[config.mk]
export PLATFORM = sky130hd
export DESIGN_NAME = dual_encoder_speed_filter_flat
export DESIGN_NICKNAME = d
export VERILOG_FILES = /design/src/hw/rtl/desf_pkg.sv /design/src/hw/rtl/desf_if.sv /design/src/hw/rtl/dual_encoder_speed_filter.sv /design/src/flat_wrapper.sv
export VERILOG_INCLUDE_DIRS = /design/src /design/src/hw/rtl
export SDC_FILE = /design/constraint.sdc
export NUM_CORES = 1
export LEC_CHECK = 0
export CAP_MARGIN = 20
export CORE_MARGIN = 2
export CORE_UTILIZATION = 45
export DETAILED_ROUTE_END_ITERATION = 7
export DONT_BUFFER_PORTS = 1
export PLACE_DENSITY = 0.63
export SLEW_MARGIN = 20
export SYNTH_ARGS = -nofsm -noshare
export SYNTH_HDL_FRONTEND = slang
export SYNTH_SLANG_ARGS = --single-unit
[constraint.sdc]
create_clock -name clk -period 16.3 [get_ports clk]
set_clock_uncertainty 0.05 [all_clocks]
set_input_delay 0.815 -clock clk [delete_from_list [all_inputs] [get_ports clk]]
set_output_delay 0.815 -clock clk [all_outputs]
set_load 0.1 [all_outputs]
[src/hw/rtl/dual_encoder_speed_filter_assert.svh]
// Assertion macros for the encoder speed filter; expect clk and rst_n in scope.
`ifndef DUAL_ENCODER_SPEED_FILTER_ASSERT_SVH
`define DUAL_ENCODER_SPEED_FILTER_ASSERT_SVH

// Consequent checked in the same cycle.
`define DESF_ASSERT_SAME(lbl, ante, cons, msg) \
    lbl: assert property (@(posedge clk) disable iff (!rst_n) (ante) |-> (cons)) \
        else $error(msg);

// Consequent checked in the next cycle.
`define DESF_ASSERT_NEXT(lbl, ante, cons, msg) \
    lbl: assert property (@(posedge clk) disable iff (!rst_n) (ante) |=> (cons)) \
        else $error(msg);

`endif

[src/hw/rtl/desf_pkg.sv]
`default_nettype none

package desf_pkg;

    localparam int CNT_W   = 16;
    localparam int POS_W   = 32;
    localparam int CFG_IDX_W  = 2;
    localparam int CFG_DATA_W = 8;

    // register indexes
    localparam logic [CFG_IDX_W-1:0] CFG_SPEED_SCALE = 2'd0;
    localparam logic [CFG_IDX_W-1:0] CFG_FILTER_GAIN = 2'd1;
    localparam logic [CFG_IDX_W-1:0] CFG_INVERT_A    = 2'd2;
    localparam logic [CFG_IDX_W-1:0] CFG_INVERT_B    = 2'd3;

    // register reset values
    localparam logic [7:0] SPEED_SCALE_RST = 8'd15;
    localparam logic [7:0] FILTER_GAIN_RST = 8'd13;
    localparam logic       INVERT_A_RST    = 1'b0;
    localparam logic       INVERT_B_RST    = 1'b1;

    typedef logic [CNT_W-1:0] cnt_t;
    typedef logic signed [CNT_W-1:0] spd_t;
    typedef logic signed [POS_W-1:0] pos_t;

endpackage

`default_nettype wire

[src/hw/rtl/desf_if.sv]
`default_nettype none

interface desf_in_if;
    logic             valid;
    logic             ready;
    desf_pkg::cnt_t   count_a;
    desf_pkg::cnt_t   count_b;

    modport source (output valid, output count_a, output count_b, input ready);
    modport sink   (input valid, input count_a, input count_b, output ready);
endinterface

interface desf_out_if;
    logic             valid;
    logic             ready;
    desf_pkg::spd_t   speed_a;
    desf_pkg::spd_t   speed_b;
    desf_pkg::spd_t   smooth_a;
    desf_pkg::spd_t   smooth_b;
    desf_pkg::pos_t   position_a;
    desf_pkg::pos_t   position_b;

    modport source (output valid, output speed_a, output speed_b, output smooth_a,
                    output smooth_b, output position_a, output position_b,
                    input ready);
    modport sink   (input valid, input speed_a, input speed_b, input smooth_a,
                    input smooth_b, input position_a, input position_b,
                    output ready);
endinterface

interface desf_cfg_if;
    logic                                 valid;
    logic                                 ready;
    logic [desf_pkg::CFG_IDX_W-1:0]       index;
    logic [desf_pkg::CFG_DATA_W-1:0]      data;

    modport source (output valid, output index, output data, input ready);
    modport sink   (input valid, input index, input data, output ready);
endinterface

`default_nettype wire

[src/hw/rtl/dual_encoder_speed_filter.sv]
`default_nettype none
`include "dual_encoder_speed_filter_assert.svh"

// Dual encoder speed filter. Each tick item carries two 16-bit counter values;
// every second tick is a sample tick that produces one result item with the
// unfiltered speed, the EMA-smoothed speed and the 32-bit position of both
// channels. A sample tick is processed from acceptance to the result register
// with one 17x9 multiplier, shared by both channels and both multiplications
// (delta*scale, diff*gain), sequenced as five steps per channel plus load.
// Ticks are taken while a finished result waits at the output; a following
// sample tick waits only if that result is still untaken when its own is
// ready. Configuration writes are taken in any cycle and must be issued
// while the block is idle.
module dual_encoder_speed_filter (
    input  wire             clk,
    input  wire             rst_n,
    desf_in_if.sink         tick,
    desf_out_if.source      result,
    desf_cfg_if.sink        cfg
);

    localparam logic [2:0] S_IDLE  = 3'd0;
    localparam logic [2:0] S_DELTA = 3'd1;
    localparam logic [2:0] S_POS   = 3'd2;
    localparam logic [2:0] S_SPEED = 3'd3;
    localparam logic [2:0] S_MUL2  = 3'd4;
    localparam logic [2:0] S_EMA   = 3'd5;
    localparam logic [2:0] S_LOAD  = 3'd6;

    localparam int PROD_W = 26;

    logic [2:0]           state_reg, state_next;
    logic                 ch_reg;
    logic                 phase_reg;

    logic [7:0]           speed_scale_reg;
    logic [7:0]           filter_gain_reg;
    logic                 invert_a_reg;
    logic                 invert_b_reg;

    desf_pkg::cnt_t       cnt_reg   [2];
    desf_pkg::cnt_t       prev_reg  [2];
    desf_pkg::pos_t       pos_reg   [2];
    desf_pkg::spd_t       ema_reg   [2];
    desf_pkg::spd_t       speed_reg [2];
    desf_pkg::cnt_t       delta_reg;
    logic signed [PROD_W-1:0] prod_reg;

    logic                 out_valid_reg;
    desf_pkg::spd_t       out_speed_reg  [2];
    desf_pkg::spd_t       out_smooth_reg [2];
    desf_pkg::pos_t       out_pos_reg    [2];

    logic                 tick_acc;
    logic                 out_free;
    logic signed [16:0]   op_a;
    logic signed [8:0]    op_b;
    logic signed [PROD_W-1:0] prod;
    desf_pkg::spd_t       diff;
    desf_pkg::spd_t       raw_speed;
    desf_pkg::spd_t       speed_val;
    logic                 inv_sel;
    logic signed [PROD_W-1:0] prod_shr;
    logic                 round_up;
    desf_pkg::spd_t       step;

    assign tick.ready = (state_reg == S_IDLE);
    assign tick_acc   = tick.valid && tick.ready;
    assign cfg.ready  = 1'b1;
    assign out_free   = !out_valid_reg || result.ready;

    // shared multiplier: delta*scale in S_POS, diff*gain in S_MUL2
    assign diff = speed_reg[ch_reg] - ema_reg[ch_reg];
    always_comb
    begin
        if (state_reg == S_POS)
        begin
            op_a = $signed({1'b0, delta_reg});
            op_b = $signed({1'b0, speed_scale_reg});
        end
        else
        begin
            op_a = $signed({diff[15], diff});
            op_b = $signed({1'b0, filter_gain_reg});
        end
    end
    assign prod = op_a * op_b;

    assign inv_sel   = ch_reg ? invert_b_reg : invert_a_reg;
    assign raw_speed = prod_reg[15:0];
    assign speed_val = inv_sel ? -raw_speed : raw_speed;

    // divide by 128 truncating toward zero
    assign prod_shr = prod_reg >>> 7;
    assign round_up = prod_reg[PROD_W-1] && (prod_reg[6:0] != 7'd0);
    assign step     = prod_shr[15:0] + {15'd0, round_up};

    always_comb
    begin
        state_next = state_reg;
        unique case (state_reg)
            S_IDLE:  if (tick_acc && phase_reg) state_next = S_DELTA;
            S_DELTA: state_next = S_POS;
            S_POS:   state_next = S_SPEED;
            S_SPEED: state_next = S_MUL2;
            S_MUL2:  state_next = S_EMA;
            S_EMA:   state_next = ch_reg ? S_LOAD : S_DELTA;
            S_LOAD:  if (out_free) state_next = S_IDLE;
            default: state_next = S_IDLE;
        endcase
    end

    always_ff @(posedge clk or negedge rst_n)
    begin
        if (!rst_n)
        begin
            state_reg       <= S_IDLE;
            ch_reg          <= 1'b0;
            phase_reg       <= 1'b0;
            speed_scale_reg <= desf_pkg::SPEED_SCALE_RST;
            filter_gain_reg <= desf_pkg::FILTER_GAIN_RST;
            invert_a_reg    <= desf_pkg::INVERT_A_RST;
            invert_b_reg    <= desf_pkg::INVERT_B_RST;
            prev_reg[0]     <= '0;
            prev_reg[1]     <= '0;
            pos_reg[0]      <= '0;
            pos_reg[1]      <= '0;
            ema_reg[0]      <= '0;
            ema_reg[1]      <= '0;
            out_valid_reg   <= 1'b0;
        end
        else
        begin
            state_reg <= state_next;

            if (cfg.valid && cfg.ready)
            begin
                unique case (cfg.index)
                    desf_pkg::CFG_SPEED_SCALE: speed_scale_reg <= cfg.data;
                    desf_pkg::CFG_FILTER_GAIN: filter_gain_reg <= cfg.data;
                    desf_pkg::CFG_INVERT_A:    invert_a_reg    <= cfg.data[0];
                    desf_pkg::CFG_INVERT_B:    invert_b_reg    <= cfg.data[0];
                    default: ;
                endcase
            end

            if (tick_acc)
            begin
                phase_reg <= !phase_reg;
                ch_reg    <= 1'b0;
            end

            if (state_reg == S_DELTA)
                prev_reg[ch_reg] <= cnt_reg[ch_reg];
            if (state_reg == S_POS)
                pos_reg[ch_reg] <= pos_reg[ch_reg]
                                   + {{(desf_pkg::POS_W-16){delta_reg[15]}}, delta_reg};
            if (state_reg == S_EMA)
            begin
                ema_reg[ch_reg] <= ema_reg[ch_reg] + step;
                ch_reg          <= 1'b1;
            end

            if (state_reg == S_LOAD && out_free)
                out_valid_reg <= 1'b1;
            else if (result.valid && result.ready)
                out_valid_reg <= 1'b0;
        end
    end

    // datapath registers without reset
    always_ff @(posedge clk)
    begin
        if (tick_acc)
        begin
            cnt_reg[0] <= tick.count_a;
            cnt_reg[1] <= tick.count_b;
        end
        if (state_reg == S_DELTA)
            delta_reg <= cnt_reg[ch_reg] - prev_reg[ch_reg];
        if (state_reg == S_POS || state_reg == S_MUL2)
            prod_reg <= prod;
        if (state_reg == S_SPEED)
            speed_reg[ch_reg] <= speed_val;
        if (state_reg == S_LOAD && out_free)
        begin
            out_speed_reg[0]  <= speed_reg[0];
            out_speed_reg[1]  <= speed_reg[1];
            out_smooth_reg[0] <= ema_reg[0];
            out_smooth_reg[1] <= ema_reg[1];
            out_pos_reg[0]    <= pos_reg[0];
            out_pos_reg[1]    <= pos_reg[1];
        end
    end

    assign result.valid      = out_valid_reg;
    assign result.speed_a    = out_speed_reg[0];
    assign result.speed_b    = out_speed_reg[1];
    assign result.smooth_a   = out_smooth_reg[0];
    assign result.smooth_b   = out_smooth_reg[1];
    assign result.position_a = out_pos_reg[0];
    assign result.position_b = out_pos_reg[1];

    `DESF_ASSERT_NEXT(a_skip_tick_idle, tick_acc && !phase_reg, state_reg == S_IDLE,
        "skipped tick started the sequencer")
    `DESF_ASSERT_NEXT(a_sample_starts_a, tick_acc && phase_reg,
        state_reg == S_DELTA && !ch_reg, "sample tick did not start on channel A")
    `DESF_ASSERT_NEXT(a_load_shows_result, state_reg == S_LOAD && out_free,
        out_valid_reg && state_reg == S_IDLE, "finished item not presented")
    `DESF_ASSERT_SAME(a_no_overwrite, state_reg == S_LOAD && out_valid_reg && !result.ready,
        state_next == S_LOAD, "pending result would be overwritten")

endmodule

`default_nettype wire
[src/flat_wrapper.sv]
// flat-port wrapper written by rule: the top's interface ports become plain ports
module dual_encoder_speed_filter_flat 
  (clk, rst_n, tick_valid, tick_count_a, tick_count_b, tick_ready, result_valid, result_speed_a, result_speed_b, result_smooth_a, result_smooth_b, result_position_a, result_position_b, result_ready, cfg_valid, cfg_index, cfg_data, cfg_ready);
  desf_in_if tick_i ();
  desf_out_if result_i ();
  desf_cfg_if cfg_i ();
  input  wire clk;
  input  wire rst_n;
  input wire logic [$bits(tick_i.valid)-1:0] tick_valid;
  input wire logic [$bits(tick_i.count_a)-1:0] tick_count_a;
  input wire logic [$bits(tick_i.count_b)-1:0] tick_count_b;
  output wire logic [$bits(tick_i.ready)-1:0] tick_ready;
  output wire logic [$bits(result_i.valid)-1:0] result_valid;
  output wire logic [$bits(result_i.speed_a)-1:0] result_speed_a;
  output wire logic [$bits(result_i.speed_b)-1:0] result_speed_b;
  output wire logic [$bits(result_i.smooth_a)-1:0] result_smooth_a;
  output wire logic [$bits(result_i.smooth_b)-1:0] result_smooth_b;
  output wire logic [$bits(result_i.position_a)-1:0] result_position_a;
  output wire logic [$bits(result_i.position_b)-1:0] result_position_b;
  input wire logic [$bits(result_i.ready)-1:0] result_ready;
  input wire logic [$bits(cfg_i.valid)-1:0] cfg_valid;
  input wire logic [$bits(cfg_i.index)-1:0] cfg_index;
  input wire logic [$bits(cfg_i.data)-1:0] cfg_data;
  output wire logic [$bits(cfg_i.ready)-1:0] cfg_ready;
  assign tick_i.valid = tick_valid;
  assign tick_i.count_a = tick_count_a;
  assign tick_i.count_b = tick_count_b;
  assign tick_ready = tick_i.ready;
  assign result_valid = result_i.valid;
  assign result_speed_a = result_i.speed_a;
  assign result_speed_b = result_i.speed_b;
  assign result_smooth_a = result_i.smooth_a;
  assign result_smooth_b = result_i.smooth_b;
  assign result_position_a = result_i.position_a;
  assign result_position_b = result_i.position_b;
  assign result_i.ready = result_ready;
  assign cfg_i.valid = cfg_valid;
  assign cfg_i.index = cfg_index;
  assign cfg_i.data = cfg_data;
  assign cfg_ready = cfg_i.ready;
  dual_encoder_speed_filter u_core (.clk(clk), .rst_n(rst_n), .tick(tick_i), .result(result_i), .cfg(cfg_i));
endmodule
==> summary.txt <==
Run status
  • Run status: completed

Routing
  • Routed via count: 15400
  • Number of DRC markers after the initial detailed-route iteration: 1082
  • Antenna viol nets, final: 0
  • Top routing layer in use: met4
  • Total wirelength of the detailed-routed design: 55800 um
  • Average detailed-routed wire length per instance: 20.1 um
  • Met3 routed wirelength: 2610 um
  • DRT met1 WL: 24500 um
  • Length of the first detailed-routing pass in iterations: 5
  • Met2 wire length: 27100 um
  • Routed vias/inst: 5.53
  • DRC errors left: 0

Synth
  • Simple-gate share of the synthesized area: 10.2%
  • Count of yosys warnings during synthesis: 0
  • Library cells used by synthesis: 82
  • Flop and latch count out of synthesis: 384
  • Compound-Gate Fraction of Synth Area: 10.9%
  • Portion of the post-synthesis area used by sequential elements: 46.6%
  • Synth Cell Area: 23100 um2
  • Proportion of synthesized area in mux cells: 7.35%
  • Synth async-reset ratio: 39.6%
  • Mean cell area of the mapped netlist: 11.2 um2
  • Post-Syn Instances: 2068
  • Net count of the mapped netlist: 2356
  • Synth Flop Type: sky130_fd_sc_hd__edfxtp_1
  • Synthesized-area fraction occupied by adder cells: 16.7%
  • Post-synthesis share of cell area spent on xor and xnor gates: 3.74%
  • Number of synthesized flops with an enable pin: 232
  • Main combinational cell family by area after synthesis: adder cells

Worst setup path
  • Worst R2R Path Depth: 28
  • Critical Path Sink Type: flip-flop
  • Cell occurring most often along the worst timing path: sky130_fd_sc_hd__fa_1
  • Maximum single-stage delay on the critical path: 830 ps
  • Reg2Reg Launch Point: u_core.ch_reg
  • FF-to-FF setup slack: 8030 ps
  • Data arrival time of the worst path: 8530 ps
  • Required time reported for the critical path endpoint: 16560 ps
  • Startpoint type of the worst setup path: flip-flop
  • Endpoint of the lowest-slack register-to-register path: u_core.prod_reg[25]
  • Maximum fanout encountered on the critical timing path: 41
  • Worst path slowest cell: sky130_fd_sc_hd__dfrtp_4
  • Worst setup path class: reg -> reg

Timing
  • Final setup violation count: 0
  • RSZ-0062 raised after global routing: false
  • Pin slew with the least headroom to its limit: 1100 ps
  • Number of max-slew violations in the final report: 0
  • Max Fclk: 121 MHz
  • Total negative setup slack: 0 ps
  • Min Tclk post-route: 8270 ps
  • Worst slew slack as a fraction of its limit: 26.7%
  • Final critical-path share of the clock period: 50.7%
  • Number of endpoints with negative hold slack in the final report: 0

Global route
  • Vias in the first global route: 15600
  • Maximum number of pins on one net before global-route repair: 145
  • Initial antenna violation count: 0
  • Global-route wire length before repair: 87900 um
  • Remaining global-route overflow: 0
  • Overall routing resource usage: 21.1%

Layout
  • Multi-input gate area in the final layout: 11300 um2
  • Final antenna diode count: 0
  • Nets@finish: 2353
  • Commonest non-fill, non-tap cells in the layout: sky130_fd_sc_hd__edfxtp_1 (232), sky130_fd_sc_hd__inv_1 (213), sky130_fd_sc_hd__nand2_1 (189), sky130_fd_sc_hd__dfrtp_1 (143), sky130_fd_sc_hd__ha_1 (128)
  • Fillcell total: 4529
  • Final std cells w/o fill: 2778
  • Layout cell share with drive strength beyond 1: 11.1%
  • Layout overhead on the synthesized area: 9.63%
  • Register Area: 10800 um2
  • Commonest non-fill, non-tap cell in the layout: sky130_fd_sc_hd__edfxtp_1

CTS
  • Number of instances resized during post-cts repair: 0
  • TritonCTS clock tree: done
  • Deepest clock path buffer count: 3
  • Number of H-tree levels: 2
  • CTS Buf Count: 41
  • Clock latency at the later pin of the worst-skew pair: 570 ps
  • Clock Sinks: 384
  • Clock root buffer: sky130_fd_sc_hd__clkbuf_16
  • Register clock-pin slew on the reported worst setup and hold paths: 60 ps

Floorplanning
  • Floorplan die width: 231 um
  • Row count: 83
  • Die Footprint: 53300 um2
  • Top-level I/O count: 178
  • Die span in y: 231 um
  • Floorplan Core Area: 51100 um2
  • Initial core utilization: 45.3%

Placed design
  • Number of instances in the placed design: 2701
  • HPWL after DPL: 41400 um
  • IO buf count: 0
  • Global placement routability congestion: 0.938

Worst hold path
  • Hold crit path type: in -> async

Job
  • Max cap viols: 0
==> cells in the mapped netlist (7+ instances only) <==
cell type	n	area share (%)
sky130_fd_sc_hd__a211oi_1	14	0.45
sky130_fd_sc_hd__a21o_1	30	0.97
sky130_fd_sc_hd__a21oi_1	111	2.4
sky130_fd_sc_hd__a31oi_1	8	0.22
sky130_fd_sc_hd__and2_1	17	0.46
sky130_fd_sc_hd__and3_1	14	0.38
sky130_fd_sc_hd__buf_1	8	0.13
sky130_fd_sc_hd__clkbuf_1	50	0.81
sky130_fd_sc_hd__dfrtp_1	144	16
sky130_fd_sc_hd__dfstp_2	8	0.91
sky130_fd_sc_hd__edfxtp_1	232	30
sky130_fd_sc_hd__fa_1	113	9.8
sky130_fd_sc_hd__ha_1	128	6.9
sky130_fd_sc_hd__inv_1	213	3.5
sky130_fd_sc_hd__mux2_2	112	5.4
sky130_fd_sc_hd__mux2i_1	44	1.9
sky130_fd_sc_hd__nand2_1	191	3.1
sky130_fd_sc_hd__nand2b_1	25	0.68
sky130_fd_sc_hd__nand3_1	30	0.65
sky130_fd_sc_hd__nor2_1	121	2.0
sky130_fd_sc_hd__nor2b_1	26	0.70
sky130_fd_sc_hd__nor3_1	30	0.65
sky130_fd_sc_hd__nor4_1	8	0.22
sky130_fd_sc_hd__o211ai_1	7	0.23
sky130_fd_sc_hd__o21a_1	14	0.45
sky130_fd_sc_hd__o21ai_0	122	2.6
sky130_fd_sc_hd__o21ai_1	24	0.52
sky130_fd_sc_hd__o21bai_1	7	0.23
sky130_fd_sc_hd__or3_1	9	0.24
sky130_fd_sc_hd__xnor2_1	62	2.3
sky130_fd_sc_hd__xor2_1	35	1.3
==> metal layers <==
layer  track usage, %  vias to the layer above
li1                 -                     7203
met1             28.1                     7660
met2             35.8                      407
met3             2.57                       90
met4             6.79                        0
met5                0                        -
==> layout make-up <==
cell class,instances,area share (%)
clock buffers,55,4.45
clock inverters,21,1.18
inverters,213,3.15
multi-input cells,1407,44.7
flip-flops and latches,384,42.5
well taps,680,3.35
repair buffers,18,0.690
==> worst max-delay path by stage <==
stage	endpoint	from	cells past startpoint
after floorplan	u_core.prod_reg[22]	u_core.ch_reg	30
after global placement	u_core.prod_reg[22]	u_core.ch_reg	27
after detailed placement	u_core.prod_reg[22]	u_core.ch_reg	27
after CTS	u_core.prod_reg[22]	u_core.ch_reg	27
after global routing	u_core.prod_reg[25]	u_core.ch_reg	28
final	u_core.prod_reg[25]	u_core.ch_reg	28
==> critical path: cells and delay by family, from the launching register on <==
family | cells | cell delay, ps
buffers and inverters | 4 | 210
DFF | 1 | 830
adders and majority gates | 7 | 3060
muxes | 1 | 340
AOI/OAI and AO/OA | 11 | 2290
xor gates and xnor gates | 2 | 700
and+or+nand+nor | 3 | 470
==> repair_timing <==
action                                 CTS  global route
hold buffers                             1             0
setup endpoints to repair                0             0
setup buffers                            0             0
endpoints found under the hold margin  144             0
==> cells by family (layout without fill, tap and decap cells) <==
family                     count (synthesis)  after routing
AOI/OAI and AO/OA                        404            404
xor gates and xnor gates                  98             98
adders and majority gates                241            241
buffers and inverters                    277            307
DFF                                      384            384
muxes                                    156            156
other                                      1              1
and+or+nand+nor                          507            507
==> per-stage QoR <==
| step | util (%) | setup WS [ps] | instance area [um2] | hold slack, ps |
|---|---|---|---|---|
| after floorplan | - | 8420 | 23100 | 370 |
| after CTS | 49.6 | 8060 | 25400 | 7.06 |
| after detailed placement | 46.8 | 8110 | 23900 | 393 |
| final | 49.7 | 8030 | 25400 | 40.2 |
| after global placement | 46.8 | 8240 | 23900 | 384 |
| after global routing | 49.7 | 7620 | 25400 | 11.7 |
Power is not shown: default switching activity piles up to over one toggle a cycle in this logic, so the estimate is an artifact.
